## config.mk

```make
export PLATFORM = sky130hd
export DESIGN_NAME = clock_tree_frequency_calc_unit
export DESIGN_NICKNAME = d
export VERILOG_FILES = /design/src/rtl/ctfc_pkg.sv /design/src/rtl/clock_tree_frequency_calc_unit.sv
export SDC_FILE = /design/constraint.sdc
export NUM_CORES = 2
export LEC_CHECK = 0
export BUFFER_PORTS_ARGS = -buffer_cell sky130_fd_sc_hd__buf_4
export CORE_MARGIN = 1.5
export CORE_UTILIZATION = 57
export DETAILED_ROUTE_END_ITERATION = 10
export GPL_TIMING_DRIVEN = 0
export HOLD_SLACK_MARGIN = 0.06
export PLACE_DENSITY = 0.77
export SLEW_MARGIN = 0
export SYNTH_ARGS = -nofsm -noshare
export SYNTH_HDL_FRONTEND = slang
export SYNTH_SLANG_ARGS = --single-unit
```

## constraint.sdc

```tcl
create_clock -name clk -period 8 [get_ports clk]
set_input_delay 0.8 -clock clk [delete_from_list [all_inputs] [get_ports clk]]
set_output_delay 0.8 -clock clk [all_outputs]
set_load 0.05 [all_outputs]
```

## src/rtl/ctfc_pkg.sv

```systemverilog
// Package: shared types, field positions and prescaler table for the clock tree calculator.
package ctfc_pkg;

    // Field widths
    localparam int OSC_W     = 26;
    localparam int WORD_W    = 32;
    localparam int M_W       = 6;
    localparam int N_W       = 9;
    localparam int SH_W      = 4;
    localparam int CFG_IDX_W = 2;

    // Divider layout: dividend padded to a multiple of the bits per stage
    localparam int DIV_BITS   = 4;
    localparam int DIV_STAGES = (OSC_W + DIV_BITS - 1) / DIV_BITS;
    localparam int DIV_W      = DIV_STAGES * DIV_BITS;

    // Product of quotient and N
    localparam int VCO_W = OSC_W + N_W;

    // Reciprocal of three for a 32-bit dividend: x / 3 = (x * RECIP3) >> 33
    localparam logic [WORD_W-1:0] RECIP3       = 32'hAAAA_AAAB;
    localparam int                RECIP3_SHIFT = 33;
    localparam int                HALF_W       = WORD_W - 1;
    localparam int                PROD3_W      = HALF_W + WORD_W;

    // Switch status codes (clock_config_word bits 3:2)
    localparam logic [1:0] SWS_INTERNAL = 2'd0;
    localparam logic [1:0] SWS_EXTERNAL = 2'd1;
    localparam logic [1:0] SWS_PLL      = 2'd2;

    // PLL output divider codes
    localparam logic [1:0] PDIV_2 = 2'd0;
    localparam logic [1:0] PDIV_4 = 2'd1;
    localparam logic [1:0] PDIV_6 = 2'd2;
    localparam logic [1:0] PDIV_8 = 2'd3;

    // Configuration register indexes
    localparam logic [CFG_IDX_W-1:0] REG_EXTERNAL_OSC = 2'd0;
    localparam logic [CFG_IDX_W-1:0] REG_INTERNAL_OSC = 2'd1;

    localparam logic [OSC_W-1:0] EXTERNAL_OSC_RESET = 26'd25_000_000;
    localparam logic [OSC_W-1:0] INTERNAL_OSC_RESET = 26'd16_000_000;

    // Bit positions in the configuration words
    localparam int PLL_M_LSB   = 0;
    localparam int PLL_N_LSB   = 6;
    localparam int PLL_P_LSB   = 16;
    localparam int PLL_SRC_BIT = 22;
    localparam int SWS_LSB     = 2;
    localparam int AHB_LSB     = 4;
    localparam int APB1_LSB    = 10;
    localparam int APB2_LSB    = 13;

    // Control fields that ride along with each item
    typedef struct packed {
        logic             sel_pll;
        logic             bad;
        logic [1:0]       pcode;
        logic [SH_W-1:0]  ahb_sh;
        logic [SH_W-1:0]  apb1_sh;
        logic [SH_W-1:0]  apb2_sh;
        logic [OSC_W-1:0] src;
    } ctl_t;

    // One divider stage: dividend bits shift out on top, quotient bits in at the bottom
    typedef struct packed {
        logic [DIV_W-1:0] num;
        logic [M_W-1:0]   rem;
        logic [M_W-1:0]   m;
        logic [N_W-1:0]   n;
        ctl_t             ctl;
    } div_t;

    // Prescaler code to shift amount
    function automatic logic [SH_W-1:0] presc_shift(input logic [3:0] code);
        logic [SH_W-1:0] sh;
        unique case (code)
            4'd4, 4'd8:   sh = 4'd1;
            4'd5, 4'd9:   sh = 4'd2;
            4'd6, 4'd10:  sh = 4'd3;
            4'd7, 4'd11:  sh = 4'd4;
            4'd12:        sh = 4'd6;
            4'd13:        sh = 4'd7;
            4'd14:        sh = 4'd8;
            4'd15:        sh = 4'd9;
            default:      sh = 4'd0;
        endcase
        return sh;
    endfunction

    // AHB codes below eight mean not divided
    function automatic logic [SH_W-1:0] ahb_shift(input logic [3:0] code);
        logic [SH_W-1:0] sh;
        sh = code[3] ? presc_shift(code) : '0;
        return sh;
    endfunction

    function automatic logic [SH_W-1:0] apb_shift(input logic [2:0] code);
        logic [SH_W-1:0] sh;
        sh = presc_shift({1'b0, code});
        return sh;
    endfunction

    // Several restoring division steps on a narrow remainder
    function automatic div_t div_step(input div_t d);
        div_t            r;
        logic [M_W:0]    trial;
        logic            qbit;
        r = d;
        for (int i = 0; i < DIV_BITS; i++) begin
            trial = {r.rem, r.num[DIV_W-1]};
            qbit  = (trial >= {1'b0, r.m});
            if (qbit) begin
                trial = trial - {1'b0, r.m};
            end
            r.rem = trial[M_W-1:0];
            r.num = {r.num[DIV_W-2:0], qbit};
        end
        return r;
    endfunction

endpackage

```

## src/rtl/clock_tree_frequency_calc_unit.sv

```systemverilog
// Top level: pipelined clock tree frequency calculator (divide, multiply, scale, prescale).
//
//  channel | signals                                          | beat moves
//  --------+--------------------------------------------------+----------------------------
//  in      | in_valid, in_ready, pll_config_word,             | one pair of config words
//          | clock_config_word                                |
//  out     | out_valid, out_ready, sysclk_hz, hclk_hz,        | one set of clock frequencies
//          | pclk1_hz, pclk2_hz, bad_divider, overflow        |
//  cfg     | cfg_valid, cfg_ready, cfg_index, cfg_data        | one oscillator register write
//
// One beat enters per cycle unless a stall at the output backs up to the input.
// Seven stages of the source / M divider (four quotient bits each) set the depth,
// followed by the N multiply, the divide by P, the AHB shift and the APB shifts.
// Each stage holds its beat while the next one is full and stalled; empty stages
// still take new beats while a finished result waits at the output.
// Reset empties the pipeline and loads the oscillator registers with their defaults.
module clock_tree_frequency_calc_unit
    import ctfc_pkg::*;
(
    input  logic                 clk,
    input  logic                 rst_n,

    input  logic                 in_valid,
    output logic                 in_ready,
    input  logic [WORD_W-1:0]    pll_config_word,
    input  logic [WORD_W-1:0]    clock_config_word,

    output logic                 out_valid,
    input  logic                 out_ready,
    output logic [WORD_W-1:0]    sysclk_hz,
    output logic [WORD_W-1:0]    hclk_hz,
    output logic [WORD_W-1:0]    pclk1_hz,
    output logic [WORD_W-1:0]    pclk2_hz,
    output logic                 bad_divider,
    output logic                 overflow,

    input  logic                 cfg_valid,
    output logic                 cfg_ready,
    input  logic [CFG_IDX_W-1:0] cfg_index,
    input  logic [WORD_W-1:0]    cfg_data
);

    localparam int MUL_STG = DIV_STAGES;
    localparam int SCL_STG = DIV_STAGES + 1;
    localparam int AHB_STG = DIV_STAGES + 2;
    localparam int OUT_STG = DIV_STAGES + 3;
    localparam int NSTG    = DIV_STAGES + 4;

    logic [OSC_W-1:0] ext_osc_reg;
    logic [OSC_W-1:0] int_osc_reg;

    logic [NSTG-1:0]  valid_reg;
    logic [NSTG-1:0]  rdy;

    div_t             entry;
    div_t             div_reg [DIV_STAGES];

    // Multiply stage
    ctl_t             mul_ctl_reg;
    logic [VCO_W-1:0] vco_reg;

    // Scale stage
    ctl_t               scl_ctl_reg;
    logic               scl_ovf_reg;
    logic [PROD3_W-1:0] prod3_reg;
    logic [WORD_W-1:0]  shr_reg;
    logic               vco_ovf;
    logic [WORD_W-1:0]  vco_sat;
    logic [WORD_W-1:0]  shr_next;

    // AHB stage
    ctl_t              ahb_ctl_reg;
    logic [WORD_W-1:0] sys_reg;
    logic [WORD_W-1:0] hclk_reg;
    logic              bad_reg;
    logic              ovf_reg;
    logic [WORD_W-1:0] sys_next;
    logic [WORD_W-1:0] pll_out;

    // Output stage
    logic [WORD_W-1:0] o_sys_reg;
    logic [WORD_W-1:0] o_hclk_reg;
    logic [WORD_W-1:0] o_p1_reg;
    logic [WORD_W-1:0] o_p2_reg;
    logic              o_bad_reg;
    logic              o_ovf_reg;

    // Oscillator registers
    assign cfg_ready = 1'b1;

    always_ff @(posedge clk or negedge rst_n)
    begin
        if (!rst_n)
        begin
            ext_osc_reg <= EXTERNAL_OSC_RESET;
            int_osc_reg <= INTERNAL_OSC_RESET;
        end
        else if (cfg_valid && cfg_ready)
        begin
            if (cfg_index == REG_EXTERNAL_OSC)
            begin
                ext_osc_reg <= cfg_data[OSC_W-1:0];
            end
            else if (cfg_index == REG_INTERNAL_OSC)
            begin
                int_osc_reg <= cfg_data[OSC_W-1:0];
            end
        end
    end

    // Stage handshake: a stage takes a beat when empty or when its own beat moves on
    assign rdy[NSTG-1] = !valid_reg[NSTG-1] || out_ready;

    for (genvar k = 0; k < NSTG - 1; k++)
    begin : g_rdy
        assign rdy[k] = !valid_reg[k] || rdy[k+1];
    end

    assign in_ready = rdy[0];

    always_ff @(posedge clk or negedge rst_n)
    begin
        if (!rst_n)
        begin
            valid_reg <= '0;
        end
        else
        begin
            if (rdy[0])
            begin
                valid_reg[0] <= in_valid;
            end
            for (int k = 1; k < NSTG; k++)
            begin
                if (rdy[k])
                begin
                    valid_reg[k] <= valid_reg[k-1];
                end
            end
        end
    end

    // Decode the input beat and pick the source frequency
    always_comb
    begin
        logic [1:0] sws;
        sws = clock_config_word[SWS_LSB +: 2];
        entry.ctl.sel_pll = (sws == SWS_PLL);
        entry.m           = pll_config_word[PLL_M_LSB +: M_W];
        entry.n           = pll_config_word[PLL_N_LSB +: N_W];
        entry.ctl.pcode   = pll_config_word[PLL_P_LSB +: 2];
        entry.ctl.bad     = entry.ctl.sel_pll && (entry.m == '0);
        entry.ctl.ahb_sh  = ahb_shift(clock_config_word[AHB_LSB +: 4]);
        entry.ctl.apb1_sh = apb_shift(clock_config_word[APB1_LSB +: 3]);
        entry.ctl.apb2_sh = apb_shift(clock_config_word[APB2_LSB +: 3]);
        if (entry.ctl.sel_pll)
        begin
            entry.ctl.src = pll_config_word[PLL_SRC_BIT] ? ext_osc_reg : int_osc_reg;
        end
        else if (sws == SWS_EXTERNAL)
        begin
            entry.ctl.src = ext_osc_reg;
        end
        else
        begin
            entry.ctl.src = int_osc_reg;
        end
        entry.num = {{(DIV_W - OSC_W){1'b0}}, entry.ctl.src};
        entry.rem = '0;
    end

    // Divider stages: advance four quotient bits per stage
    for (genvar k = 0; k < DIV_STAGES; k++)
    begin : g_div
        if (k == 0)
        begin : g_first
            always_ff @(posedge clk)
            begin
                if (rdy[k])
                begin
                    div_reg[k] <= div_step(entry);
                end
            end
        end
        else
        begin : g_rest
            always_ff @(posedge clk)
            begin
                if (rdy[k])
                begin
                    div_reg[k] <= div_step(div_reg[k-1]);
                end
            end
        end
    end

    // Multiply the quotient by N
    always_ff @(posedge clk)
    begin
        if (rdy[MUL_STG])
        begin
            mul_ctl_reg <= div_reg[DIV_STAGES-1].ctl;
            vco_reg     <= VCO_W'(div_reg[DIV_STAGES-1].num[OSC_W-1:0])
                         * VCO_W'(div_reg[DIV_STAGES-1].n);
        end
    end

    // Saturate, then divide by P: shifts for powers of two, reciprocal multiply for six
    always_comb
    begin
        vco_ovf = |vco_reg[VCO_W-1:WORD_W];
        vco_sat = vco_ovf ? '1 : vco_reg[WORD_W-1:0];
        unique case (mul_ctl_reg.pcode)
            PDIV_2:  shr_next = vco_sat >> 1;
            PDIV_4:  shr_next = vco_sat >> 2;
            PDIV_8:  shr_next = vco_sat >> 3;
            default: shr_next = '0;
        endcase
    end

    always_ff @(posedge clk)
    begin
        if (rdy[SCL_STG])
        begin
            scl_ctl_reg <= mul_ctl_reg;
            scl_ovf_reg <= vco_ovf;
            shr_reg     <= shr_next;
            prod3_reg   <= PROD3_W'(vco_sat[WORD_W-1:1]) * PROD3_W'(RECIP3);
        end
    end

    // Select the system clock and apply the AHB prescaler
    always_comb
    begin
        if (scl_ctl_reg.pcode == PDIV_6)
        begin
            pll_out = WORD_W'(prod3_reg[PROD3_W-1:RECIP3_SHIFT]);
        end
        else
        begin
            pll_out = shr_reg;
        end

        if (scl_ctl_reg.bad)
        begin
            sys_next = '0;
        end
        else if (scl_ctl_reg.sel_pll)
        begin
            sys_next = pll_out;
        end
        else
        begin
            sys_next = WORD_W'(scl_ctl_reg.src);
        end
    end

    always_ff @(posedge clk)
    begin
        if (rdy[AHB_STG])
        begin
            ahb_ctl_reg <= scl_ctl_reg;
            sys_reg     <= sys_next;
            hclk_reg    <= sys_next >> scl_ctl_reg.ahb_sh;
            bad_reg     <= scl_ctl_reg.bad;
            ovf_reg     <= scl_ctl_reg.sel_pll && !scl_ctl_reg.bad && scl_ovf_reg;
        end
    end

    // Apply the APB prescalers and hold the result beat
    always_ff @(posedge clk)
    begin
        if (rdy[OUT_STG])
        begin
            o_sys_reg  <= sys_reg;
            o_hclk_reg <= hclk_reg;
            o_p1_reg   <= hclk_reg >> ahb_ctl_reg.apb1_sh;
            o_p2_reg   <= hclk_reg >> ahb_ctl_reg.apb2_sh;
            o_bad_reg  <= bad_reg;
            o_ovf_reg  <= ovf_reg;
        end
    end

    assign out_valid   = valid_reg[NSTG-1];
    assign sysclk_hz   = o_sys_reg;
    assign hclk_hz     = o_hclk_reg;
    assign pclk1_hz    = o_p1_reg;
    assign pclk2_hz    = o_p2_reg;
    assign bad_divider = o_bad_reg;
    assign overflow    = o_ovf_reg;

endmodule

```

==> impl_results.md <==
- Warnings, synthesis: 0
- Category of the critical setup timing path: flop to flop
- Depth of the CTS H-tree: 3
- Sequential element share of the synthesized area: 0.470
- Total track usage: 0.249
- CP peak stage delay: 0.64 ns
- Worst relative slew slack: 0.249
- Critical path's most frequent cell: sky130_fd_sc_hd__fa_1
- Core area: 104,000 um2
- Routed length per placed instance: 20.1 um
- Number of hold violations in the final report: 0
- CTS clock-pin slew for the worst setup and hold paths: 0.06 ns
- Clock root buffer: sky130_fd_sc_hd__clkbuf_16
- CP Depth: 26
- Setup Slack @ Placement: -1.80 ns
- CTS max path bufs: 3
- Routed via count: 37,500
- Clock network latency to the later pin of the worst-skew pair: 0.67 ns
- Number of failing setup endpoints in the final timing report: 1
- Final weighted congestion of routability-driven global placement: 0.961
- Synth-to-Final Area Change: 14.8%
- Violated checks: negative setup slack
- Die Span Y: 327 um
- Share of flip-flops with an asynchronous set or reset: 0.0665
- Number of nets in the layout: 6,235
- Most common cell in the synthesized netlist: sky130_fd_sc_hd__edfxtp_1
- CTS buffer count: 93
- CTS tree: yes
- Vias in the first global route: 38,600
- Post-synthesis instance total: 4,762
- Result of the run: finished, violations left
- Chip width: 327 um
- Critical register-to-register path endpoint: prod3_reg[59]$_DFFE_PP_
- Global-route wire length before repair: 209 mm
- Crit path launch type: flop
- Number of antenna violations at the first check in global routing: 2
- Count of placed standard cells including taps: 6,353
- FF-to-FF Start: vco_reg[33]$_DFFE_PP_
- Die Outline Area: 107,000 um2
- Worst Max-Slew Pin Slew: 1.10 ns
- Flop and latch count out of synthesis: 948
- Summed instance area of the synthesized netlist: 60,000 um2
- Final core area utilization: 0.662
- Number of port buffers: 190
- Detailed placer's ending HPWL: 102 mm
- Synth top area cells: sky130_fd_sc_hd__edfxtp_1, sky130_fd_sc_hd__fa_1, sky130_fd_sc_hd__ha_1, sky130_fd_sc_hd__inv_1, sky130_fd_sc_hd__mux2_2
- Worst reg2reg path depth: 26
- Number of antenna-violating nets in the routed design: 0
- Arrival time worst endpoint: 8.40 ns
- Type of the most critical hold path: input port to asynchronous set/reset pin
- Top flip-flop cell by instance count after synthesis: sky130_fd_sc_hd__edfxtp_1
- Portion of the clock cycle consumed by the worst path in the final layout: 1.00
- Total buffers and inverters traversed by the critical path: 5
- Share of the synthesized area in the top cell type: 0.443
- First-pass detailed-route iteration total: 7
- Number of rows in the core area: 118
- Post-route setup slack: -0.00699 ns
- Crit path to: prod3_reg[59]$_DFFE_PP_
- Average cell area after synthesis: 12.6 um2
- Reg2reg setup slack: -0.007 ns
- Slowest library cell on the worst path: sky130_fd_sc_hd__fa_2
- Maximum number of pins on one net before global-route repair: 79
- Gr ovfl total: 0
- CP required: 8.39 ns
- Via density per instance: 5.64
- Crit Path Max Fanout: 6
- Max-cap violations: 0
- Shortest period the worst path allows: 8.01 ns
- Clock skew: 0.0322 ns
- Max reg flops: 513
- Initial core utilization: 0.577
- Total Routed Length: 134 mm
- Share of post-route cells with drive strength above 1: 0.184
- Final Max Tran Viols: 0
- Capturing element type of the critical path: flop
- Final-layout fill cell count: 7,550
- Final hold slack: 0.247 ns
- Synth area leader: sky130_fd_sc_hd__edfxtp_1
- Most frequent cells after synthesis: sky130_fd_sc_hd__edfxtp_1, sky130_fd_sc_hd__inv_1, sky130_fd_sc_hd__ha_1
- First element of the critical path: vco_reg[33]$_DFFE_PP_
- CP top delay family: adder cells
- Clock sinks: 948
- Number of enable flip-flop cells after synthesis: 885
- Setup repair after global routing missed its margin: yes
- Final Instance Count excl. Fillers: 6,656
- Maximum achievable frequency: 0.125 GHz
- Count of distinct cell types in the synthesized netlist: 88
- Starting DRT DRC Count: 2,665
- Drc violations: 0
- Antenna Cells: 0
- I/O pin count: 236
-- logic make-up after synthesis --
kind of cell | share of synthesized area
xor gates and xnor gates | 0.0257
other | 0.000125
and+or+nand+nor | 0.0748
adders and majority gates | 0.246
DFF | 0.470
buffers and inverters | 0.0464
AOI/OAI and AO/OA | 0.0757
muxes | 0.0610
-- what timing repair did --
item,CTS,global route
pin swaps,32,68
cloned,0,1
hold buffers,0,0
hold endpoints to repair,0,0
resized for setup,155,182
buffers inserted,48,91
setup endpoints to repair,66,58
-- cell usage in the layout (no fill, tap or decap), drive strengths merged, types with 146 or more instances in the layout --
cell	Yosys	layout
buf	33	383
edfxtp	885	885
o21ai	146	146
inv	589	591
mux2	169	169
a21oi	207	207
fa	417	417
clkbuf	110	225
nor2	216	216
ha	513	513
nand2	381	381
-- routing by layer --
metal  global-route usage  wire length, um
met5                    0               13
met4               0.0793             4290
met3               0.0373             7660
met2                0.429            67000
met1                0.326            54800
-- worst register-to-register path: stages (launching register included) --
cell and delay (ns):
sky130_fd_sc_hd__edfxtp_1 0.41, sky130_fd_sc_hd__nor3_4 0.33, sky130_fd_sc_hd__inv_4 0.11, sky130_fd_sc_hd__buf_12 0.16
sky130_fd_sc_hd__clkbuf_2 0.16, sky130_fd_sc_hd__nor2_1 0.55, sky130_fd_sc_hd__fa_1 0.58, sky130_fd_sc_hd__inv_1 0.11
sky130_fd_sc_hd__fa_2 0.50, sky130_fd_sc_hd__fa_2 0.64, sky130_fd_sc_hd__inv_2 0.11, sky130_fd_sc_hd__ha_1 0.36
sky130_fd_sc_hd__xor2_1 0.19, sky130_fd_sc_hd__fa_1 0.45, sky130_fd_sc_hd__fa_1 0.45, sky130_fd_sc_hd__fa_1 0.37
sky130_fd_sc_hd__ha_1 0.41, sky130_fd_sc_hd__a21o_1 0.26, sky130_fd_sc_hd__nand3_1 0.11, sky130_fd_sc_hd__a21oi_1 0.08
sky130_fd_sc_hd__a211oi_2 0.26, sky130_fd_sc_hd__o21ai_1 0.15, sky130_fd_sc_hd__a41oi_4 0.31, sky130_fd_sc_hd__o21ai_4 0.11
sky130_fd_sc_hd__a211o_1 0.35, sky130_fd_sc_hd__a21oi_2 0.16, sky130_fd_sc_hd__xnor2_1 0.08
-- worst min path at each step --
stage                         startpoint                          end  slack [ns]
6_report                           rst_n   int_osc_reg[9]$_DFFE_PN0P_        0.25
5_1_grt               pll_config_word[7]     div_reg[0][43]$_DFFE_PP_        0.28
4_1_cts                            rst_n  ext_osc_reg[10]$_DFFE_PN0P_        0.24
3_5_place_dp   scl_ctl_reg[27]$_DFFE_PP_    ahb_ctl_reg[27]$_DFFE_PP_        0.40
3_3_place_gp    div_reg[2][68]$_DFFE_PP_     div_reg[3][72]$_DFFE_PP_        0.40
2_1_floorplan  scl_ctl_reg[26]$_DFFE_PP_    ahb_ctl_reg[26]$_DFFE_PP_        0.40
-- through the flow --
step | area (um2) | TNS, ns
floorplan | 60000 | 0
detailed placement | 63600 | -69.63
global route | 68800 | -3.73
CTS | 67400 | -0.000902
global placement | 63200 | -315.41
finish | 68800 | -0.00699
-- area by class of cell --
class | count | area, um2 | share of cell area
clock buffers | 125 | 2520 | 0.0366
well taps | 1380 | 1730 | 0.0251
multi-input cells | 3086 | 30200 | 0.438
repair buffers | 346 | 2870 | 0.0417
flip-flops and latches | 948 | 28200 | 0.409
inverters | 590 | 2260 | 0.0328
plain buffers | 137 | 621 | 0.00901
clock inverters | 44 | 517 | 0.00751
Power is not shown: default switching activity piles up to over one toggle a cycle in this logic, so the estimate is an artifact.
